<file path="src/group_bit_width_packer_defines.svh">
// Assertion macros used by the group bit width packer RTL.
`ifndef GROUP_BIT_WIDTH_PACKER_DEFINES_SVH
`define GROUP_BIT_WIDTH_PACKER_DEFINES_SVH

// Same-cycle implication, checked on clk, quiet while arst_n is low.
`define GBWP_ASSERT_IMP(label, ante, cons, msg) \
	label: assert property (@(posedge clk) disable iff (!arst_n) (ante) |-> (cons)) \
		else $error(msg);

// Next-cycle implication, checked on clk, quiet while arst_n is low.
`define GBWP_ASSERT_NXT(label, ante, cons, msg) \
	label: assert property (@(posedge clk) disable iff (!arst_n) (ante) |=> (cons)) \
		else $error(msg);

`endif

</file>
<file path="src/gbwp_pkg.sv">
// Types and constants shared by the group bit width packer modules.
`default_nettype none

package gbwp_pkg;

	localparam int unsigned NumSymbols   = 8;
	localparam int unsigned SymbolWidth  = 8;
	localparam int unsigned GroupWidth   = NumSymbols * SymbolWidth;
	localparam int unsigned ModeWidth    = 3;
	localparam int unsigned BytesWidth   = 4;
	localparam int unsigned CtrlWidth    = NumSymbols * ModeWidth;
	localparam int unsigned AccWidth     = CtrlWidth - ModeWidth;
	localparam int unsigned SlotWidth    = 3;
	localparam int unsigned OutTotWidth  = 32;

	localparam logic [ModeWidth-1:0] ModeZero = 3'd0;
	localparam logic [SlotWidth-1:0] SlotLast = 3'd7;

	// Per-group packing result.
	typedef struct packed {
		logic [ModeWidth-1:0]  mode;
		logic [GroupWidth-1:0] payload;
		logic [BytesWidth-1:0] nbytes;
	} pack_res_t;

	// Control word and byte total for one group.
	typedef struct packed {
		logic [CtrlWidth-1:0]   ctrl;
		logic                   ctrl_valid;
		logic [OutTotWidth-1:0] total;
	} acc_res_t;

endpackage

`default_nettype wire

</file>
<file path="src/group_bit_width_packer.sv">
// Top level of the group bit width packer: input stage, packing, result stage.
//
// Usage: each input word on the s_ channel is one group of eight signed bytes
// (byte i at s_tdata bits 8i+7..8i); s_tlast marks the final group of a plane.
// Every group gives exactly one result word on the m_ channel holding the
// group mode, the packed payload, its byte count, the control word and the
// running byte total. m_tuser is high when the control word is complete or
// flushed; m_tlast repeats s_tlast and then the total is the plane size.
// Each result word shows on m_ once its group has left the input register
// for the result register. With m_tready high, throughput is one group per
// cycle: the only state carried between groups is the mode accumulator, the
// slot count and the byte counter, all updated as the group enters the
// result register. When the receiver holds m_tready low the result
// register keeps its word and the input register fills, after which
// s_tready drops; nothing is dropped or repeated. Reset empties both stages
// and clears the control set and the byte total. A last group flushes a
// partial control word with zeros in the unused slots and restarts the total.
`default_nettype none

module group_bit_width_packer #(
	parameter int unsigned TOTAL_WIDTH = 32
) (
	input  wire logic         clk,
	input  wire logic         arst_n,
	input  wire logic         s_tvalid,
	output logic              s_tready,
	input  wire logic [63:0]  s_tdata,   // [63:0] group_symbols
	input  wire logic         s_tlast,   // last_group
	output logic              m_tvalid,
	input  wire logic         m_tready,
	output logic [127:0]      m_tdata,   // [2:0] group_mode, [66:3] payload,
	                                     // [70:67] payload_bytes, [94:71] control_word,
	                                     // [126:95] total_bytes, [127] zero
	output logic              m_tuser,   // control_valid
	output logic              m_tlast    // total_valid
);
	import gbwp_pkg::*;

	// Input stage.
	logic                  valid_s1;
	logic [GroupWidth-1:0] grp_s1;
	logic                  last_s1;

	// Result stage.
	logic                   valid_s2;
	logic [ModeWidth-1:0]   mode_s2;
	logic [GroupWidth-1:0]  payload_s2;
	logic [BytesWidth-1:0]  nbytes_s2;
	logic [CtrlWidth-1:0]   ctrl_s2;
	logic                   ctrl_valid_s2;
	logic [OutTotWidth-1:0] total_s2;
	logic                   last_s2;

	logic      out_free;
	logic      advance;
	pack_res_t pack_res;
	acc_res_t  acc_res;

	// The result register frees up when empty or when its word is taken;
	// the input register can then move forward and take a new word.
	assign out_free = !valid_s2 || m_tready;
	assign advance  = valid_s1 && out_free;
	assign s_tready = !valid_s1 || out_free;

	always_ff @(posedge clk or negedge arst_n) begin
		if (!arst_n) begin
			valid_s1 <= 1'b0;
		end else if (s_tready) begin
			valid_s1 <= s_tvalid;
		end
	end

	always_ff @(posedge clk) begin
		if (s_tready && s_tvalid) begin
			grp_s1  <= s_tdata;
			last_s1 <= s_tlast;
		end
	end

	gbwp_width_pack u_width_pack (
		.grp (grp_s1),
		.res (pack_res)
	);

	// The accumulators advance exactly once per group, as it enters the
	// result register, so group order is kept across stalls.
	gbwp_accum #(
		.TOTAL_WIDTH (TOTAL_WIDTH)
	) u_accum (
		.clk    (clk),
		.arst_n (arst_n),
		.upd    (advance),
		.last   (last_s1),
		.mode   (pack_res.mode),
		.nbytes (pack_res.nbytes),
		.res    (acc_res)
	);

	always_ff @(posedge clk or negedge arst_n) begin
		if (!arst_n) begin
			valid_s2 <= 1'b0;
		end else if (out_free) begin
			valid_s2 <= valid_s1;
		end
	end

	always_ff @(posedge clk) begin
		if (advance) begin
			mode_s2       <= pack_res.mode;
			payload_s2    <= pack_res.payload;
			nbytes_s2     <= pack_res.nbytes;
			ctrl_s2       <= acc_res.ctrl;
			ctrl_valid_s2 <= acc_res.ctrl_valid;
			total_s2      <= acc_res.total;
			last_s2       <= last_s1;
		end
	end

	assign m_tvalid = valid_s2;
	assign m_tdata  = {1'b0, total_s2, ctrl_s2, nbytes_s2, payload_s2, mode_s2};
	assign m_tuser  = ctrl_valid_s2;
	assign m_tlast  = last_s2;

endmodule

`default_nettype wire

</file>
<file path="src/gbwp_width_pack.sv">
// Combinational width selection and field packing for one group of eight bytes.
`default_nettype none

module gbwp_width_pack (
	input  wire logic [gbwp_pkg::GroupWidth-1:0] grp,
	output gbwp_pkg::pack_res_t                  res
);
	import gbwp_pkg::*;

	logic [SymbolWidth-2:0] mag_or;
	logic [ModeWidth-1:0]   top_bit;
	logic [GroupWidth-1:0]  cand [2:8];

	// Fold each byte onto its magnitude and OR them; bit 0 is forced so a
	// nonzero group always gets at least two-bit fields.
	always_comb begin
		mag_or = 7'd1;
		for (int i = 0; i < NumSymbols; i++) begin
			mag_or = mag_or | (grp[8*i+7] ? ~grp[8*i +: 7] : grp[8*i +: 7]);
		end
	end

	always_comb begin
		top_bit = 3'd0;
		for (int k = 0; k < SymbolWidth - 1; k++) begin
			if (mag_or[k]) begin
				top_bit = 3'(k);
			end
		end
	end

	// One packing candidate per field width, each with fixed slices.
	for (genvar w = 2; w <= 8; w++) begin : g_width
		always_comb begin
			logic [SymbolWidth-1:0] biased;
			cand[w] = '0;
			for (int i = 0; i < NumSymbols; i++) begin
				biased = grp[8*i +: 8] + 8'(1 << (w - 1));
				cand[w][i*w +: w] = biased[w-1:0];
			end
		end
	end

	always_comb begin
		if (grp == '0) begin
			res.mode    = ModeZero;
			res.payload = '0;
			res.nbytes  = '0;
		end else begin
			res.mode    = top_bit + 3'd1;
			res.payload = cand[top_bit + 4'd2];
			res.nbytes  = {1'b0, top_bit} + 4'd2;
		end
	end

endmodule

`default_nettype wire

</file>
<file path="src/gbwp_accum.sv">
// Control word gathering and running byte total, updated once per group.
`default_nettype none
`include "group_bit_width_packer_defines.svh"

module gbwp_accum #(
	parameter int unsigned TOTAL_WIDTH = 32
) (
	input  wire logic                             clk,
	input  wire logic                             arst_n,
	input  wire logic                             upd,
	input  wire logic                             last,
	input  wire logic [gbwp_pkg::ModeWidth-1:0]   mode,
	input  wire logic [gbwp_pkg::BytesWidth-1:0]  nbytes,
	output gbwp_pkg::acc_res_t                    res
);
	import gbwp_pkg::*;

	logic [AccWidth-1:0]    acc_q;
	logic [SlotWidth-1:0]   slot_q;
	logic [TOTAL_WIDTH-1:0] total_q;

	logic [CtrlWidth-1:0]   acc_full;
	logic                   flush;
	logic [TOTAL_WIDTH-1:0] total_sum;
	logic [63:0]            total_ext;

	assign acc_full  = {3'b000, acc_q} | (CtrlWidth'(mode) << (5'(slot_q) * 5'd3));
	assign flush     = (slot_q == SlotLast) || last;
	assign total_sum = total_q + TOTAL_WIDTH'(nbytes);
	assign total_ext = 64'(total_sum);

	assign res.ctrl       = flush ? acc_full : '0;
	assign res.ctrl_valid = flush;
	assign res.total      = total_ext[OutTotWidth-1:0];

	always_ff @(posedge clk or negedge arst_n) begin
		if (!arst_n) begin
			acc_q   <= '0;
			slot_q  <= '0;
			total_q <= '0;
		end else if (upd) begin
			if (flush) begin
				acc_q  <= '0;
				slot_q <= '0;
			end else begin
				acc_q  <= acc_full[AccWidth-1:0];
				slot_q <= slot_q + 3'd1;
			end
			total_q <= last ? '0 : total_sum;
		end
	end

	`GBWP_ASSERT_NXT(a_flush_clears, upd && flush, slot_q == '0 && acc_q == '0, "set not cleared after flush")
	`GBWP_ASSERT_NXT(a_slot_steps, upd && !flush, slot_q == $past(slot_q) + 3'd1, "slot did not advance")
	`GBWP_ASSERT_NXT(a_total_restart, upd && last, total_q == '0, "byte total not restarted")

endmodule

`default_nettype wire

</file>
<file path="config.mk">
export PLATFORM = sky130hd
export DESIGN_NAME = group_bit_width_packer
export DESIGN_NICKNAME = d
export VERILOG_FILES = /design/src/gbwp_pkg.sv /design/src/group_bit_width_packer.sv /design/src/gbwp_width_pack.sv /design/src/gbwp_accum.sv
export VERILOG_INCLUDE_DIRS = /design/src /design/src/src
export SDC_FILE = /design/constraint.sdc
export NUM_CORES = 1
export LEC_CHECK = 0
export ABC_CLOCK_PERIOD_IN_PS = 4750
export BUFFER_PORTS_ARGS = -buffer_cell sky130_fd_sc_hd__buf_2
export CORE_ASPECT_RATIO = 0.8
export CORE_MARGIN = 4
export CORE_UTILIZATION = 59
export CTS_BUF_LIST = sky130_fd_sc_hd__clkbuf_4
export CTS_CLUSTER_SIZE = 16
export DETAILED_ROUTE_END_ITERATION = 10
export GPL_TIMING_DRIVEN = 0
export PLACE_DENSITY = 0.83
export SLEW_MARGIN = 20
export SYNTH_ARGS = -nofsm -noshare
export SYNTH_HDL_FRONTEND = slang
export SYNTH_SLANG_ARGS = --single-unit
</file>
<file path="constraint.sdc">
create_clock -name clk -period 4.75 [get_ports clk]
set_input_delay 0.2375 -clock clk [delete_from_list [all_inputs] [get_ports clk]]
set_output_delay 0.2375 -clock clk [all_outputs]
set_load 0.005 [all_outputs]
</file>
==> results.toml <==
[place]
placedCellCount = 1538
hpwl_um = 27000
io_buffers = 199
globalplace.congestion = 1.03

[logic_synthesis]
syn_nets = 1161
yosysSeqAreaShare_pct = 59.1
yosysWarnings = 0
ys_async_sr_fraction_pct = 23.0
syn_inst = 1073
syn_area_mm2 = 0.0123
synth_ff_type = "edfxtp_1"
synth-seq-cells = 252
synth_top_area_cell = "edfxtp_1"
post_synth_num_cell_types = 71
synth_edf_count = 194
yosysTopAreaCellShare_pct = 47.3
avgSynthCellArea_um2 = 11.5
synth_top_cells_by_area = "edfxtp_1 (47%), dfrtp_1 (12%), nand2_1 (3.7%), xor2_1 (2.8%), nor2_1 (2.5%)"

[timing]
skew_ns = 0.0489
fmax_mhz = 214
hold_violations = 0
slew_headroom_pct = 48.1
worstMarginPinSlew_ns = 0.779
finalMaxSlewViolations = 0
period_needed_ns = 4.67
setup_viol = 0
fin_crit_sh_pct = 98.3

[clocking]
root_buffer = "clkbuf_4"
cts_num_sinks = 252
h-tree-depth = 2
cts_buffers = 58
clock_latency_ns = 0.71
clk_path_buf_depth = 3
clk_pin_slew_ns = 0.08
cts_tree = "built"

[critical_path]
worstSetupStartpointType = "register"
cp_slowest_stage_delay_ns = 0.60
cp_common_cell = "buf_4"
criticalPathCategory = "register to register"
crit_path_end_kind = "register"
worstPathArrival_ns = 5.24
crit_family = "compound AO/OA/AOI/OAI gates"
cp_cell_sequence = "xor2_1 -> nor4_2 -> o211ai_1 -> a211o_1 -> buf_6 -> buf_4 -> buf_4 -> nor2_2 -> ha_1 -> inv_1 -> fa_1 -> nor2b_1 -> o21ai_1 -> a2111oi_4 -> buf_4 -> buf_4 -> nand3_1 -> xnor2_2 -> a22o_1"
crit_fanout = 12
crit_start = "grp_s1[26]"
cp_slowest_cell = "edfxtp_1"
critical_path_buf_inv_count = 6
reg2reg_from = "grp_s1[26]"
crit_required_ns = 5.32
worst-r2r-setup-slack_ns = 0.08

[finish]
fin_nets = 1503
num-fill-cells = 1260
postLayoutCoreUtil_pct = 76.7
layout_common_cells = "buf_2 (219), edfxtp_1 (194), nand2_1 (121)"
area_growth_pct = 25.5
fin_cells = 1727
drive_above_1_share_pct = 27.2
final_common_cell = "buf_2"

[drt]
antenna_left = 0
wl_per_cell_um = 23.9
avgViaCountPerCell = 6.32
firstDrtPassIters = 6
vias = 10900
finalWirelength_um = 41300
drc = 0
dr.first_iter.drc_count = 1562

[floorplanning]
ios = 201
initial_utilization_pct = 61.1
die_area_mm2 = 0.0233
rows = 46
core_mm2 = 0.0201
die_w_um = 170
die_h_um = 137

[global_routing]
grt_pass1_wl_um = 61800
antenna_found_initial = 2
grt-ovfl-total = 0
grt_pass1_vias = 10600
grt_max_degree = 93
track_usage_pct = 34.9

[power]
vdd_ir_drop_max_mv = 0.311
p_leak_uw = 0.00643
powerDensity_mw_per_mm2 = 338
finalPower_uw = 5220

[flow_run]
drv_cap = 0

[outcome]
outcome = "completed"

[min_path]
hold_path.class = "input pin to asynchronous set/reset pin"
-- worst reg2reg max path, stage by stage (launching register included) --
cell,delay [ns]
edfxtp_1,0.60
xor2_1,0.24
nor4_2,0.38
o211ai_1,0.23
a211o_1,0.32
buf_6,0.17
buf_4,0.19
buf_4,0.22
nor2_2,0.13
ha_1,0.18
inv_1,0.06
fa_1,0.40
nor2b_1,0.14
o21ai_1,0.12
a2111oi_4,0.36
buf_4,0.20
buf_4,0.11
nand3_1,0.11
xnor2_2,0.21
a22o_1,0.23
-- Yosys cell counts, types with 17 or more instances --
master / n
nand4_1: 17
and3_1: 18
nand2_1: 122
xnor2_1: 31
nor2_1: 82
dfrtp_1: 58
a21oi_1: 46
a22o_1: 20
mux2i_1: 30
o21ai_0: 61
ha_1: 18
nor4_1: 32
clkbuf_1: 49
xor2_1: 40
edfxtp_1: 194
buf_2: 19
inv_1: 32
-- sequential cells by signal (all words and copies together), names as in the netlist --
signal,cells
u_accum.acc_q,21
m_tvalid,1
u_accum.slot_q,3
payload_s2,64
valid_s1,1
ctrl_s2,24
last_s1,1
nbytes_s2,4
grp_s1,64
m_tlast,1
u_accum.total_q,32
mode_s2,3
m_tuser,1
total_s2,32
-- power by group --
| part | internal [µW] | switching (µW) |
|---|---|---|
| Combinational | 282 | 458 |
| Sequential | 2590 | 106 |
| Clock | 911 | 875 |
| Total | 3780 | 1440 |
-- path summary, 6_finish.rpt --
path | end | depth (start not counted)
min in group clk | grp_s1[30] | 2
min | u_accum.acc_q[7] | 2
max reg2reg | u_accum.total_q[28] | 19
max | u_accum.total_q[28] | 19
min reg2reg | u_accum.acc_q[11] | 2
max in group asynchronous | u_accum.total_q[14] | 2
-- cell type report --
type	count	area, µm²	area share (%)
Tap cell	264	330	2.14
Clock buffer	96	721	4.66
Multi-Input combinational cell	701	4650	30.1
Timing Repair Buffer	288	1880	12.2
Buffer	79	400	2.59
Sequential cell	252	7280	47.1
Antenna cell	1	2.50	0.0162
Clock inverter	11	52.6	0.340
Inverter	35	139	0.899
-- metrics by stage --
stage               area [µm²]  worst slack (ns)  hold WS [ns]  setup TNS, ns
CTS                      15300           0.00185         0.161              0
global placement         13600             -1.23         0.414        -223.46
detailed placement       13700            -0.896         0.356         -34.72
finish                   15500            0.0798         0.161              0
global route             15500           -0.0495         0.189        -0.0527
floorplan                12300             0.404       -0.0581              0
-- cells by family after synthesis --
kind of cell             count (synthesis)  share of synthesized area [%]
AND/OR/NAND/NOR                        355                           14.3
XOR/XNOR                                71                           5.05
adder cells (fa/ha/maj)                 19                           1.99
multiplexers                            35                           2.90
buffers and inverters                  121                           4.49
flip-flops                             252                           59.1
AO/OA/AOI/OAI                          219                           12.1
other                                    1                         0.0305
-- timing repair --
action | in CTS | in global routing
setup buffers | 6 | 12
gates cloned | 0 | 1
hold endpoints to repair | 125 | 0
endpoints found under the setup margin | 56 | 44
hold buffers | 69 | 0
pin swaps | 4 | 9
resized for setup | 14 | 21
-- metal layers --
layer	global-route usage [%]	wire (µm)
met1	48.6	15600
met2	52.5	18300
met3	11.7	5970
met4	11.4	1390
met5	0	11
No activity file was read; power rests on OpenSTA's default activity.
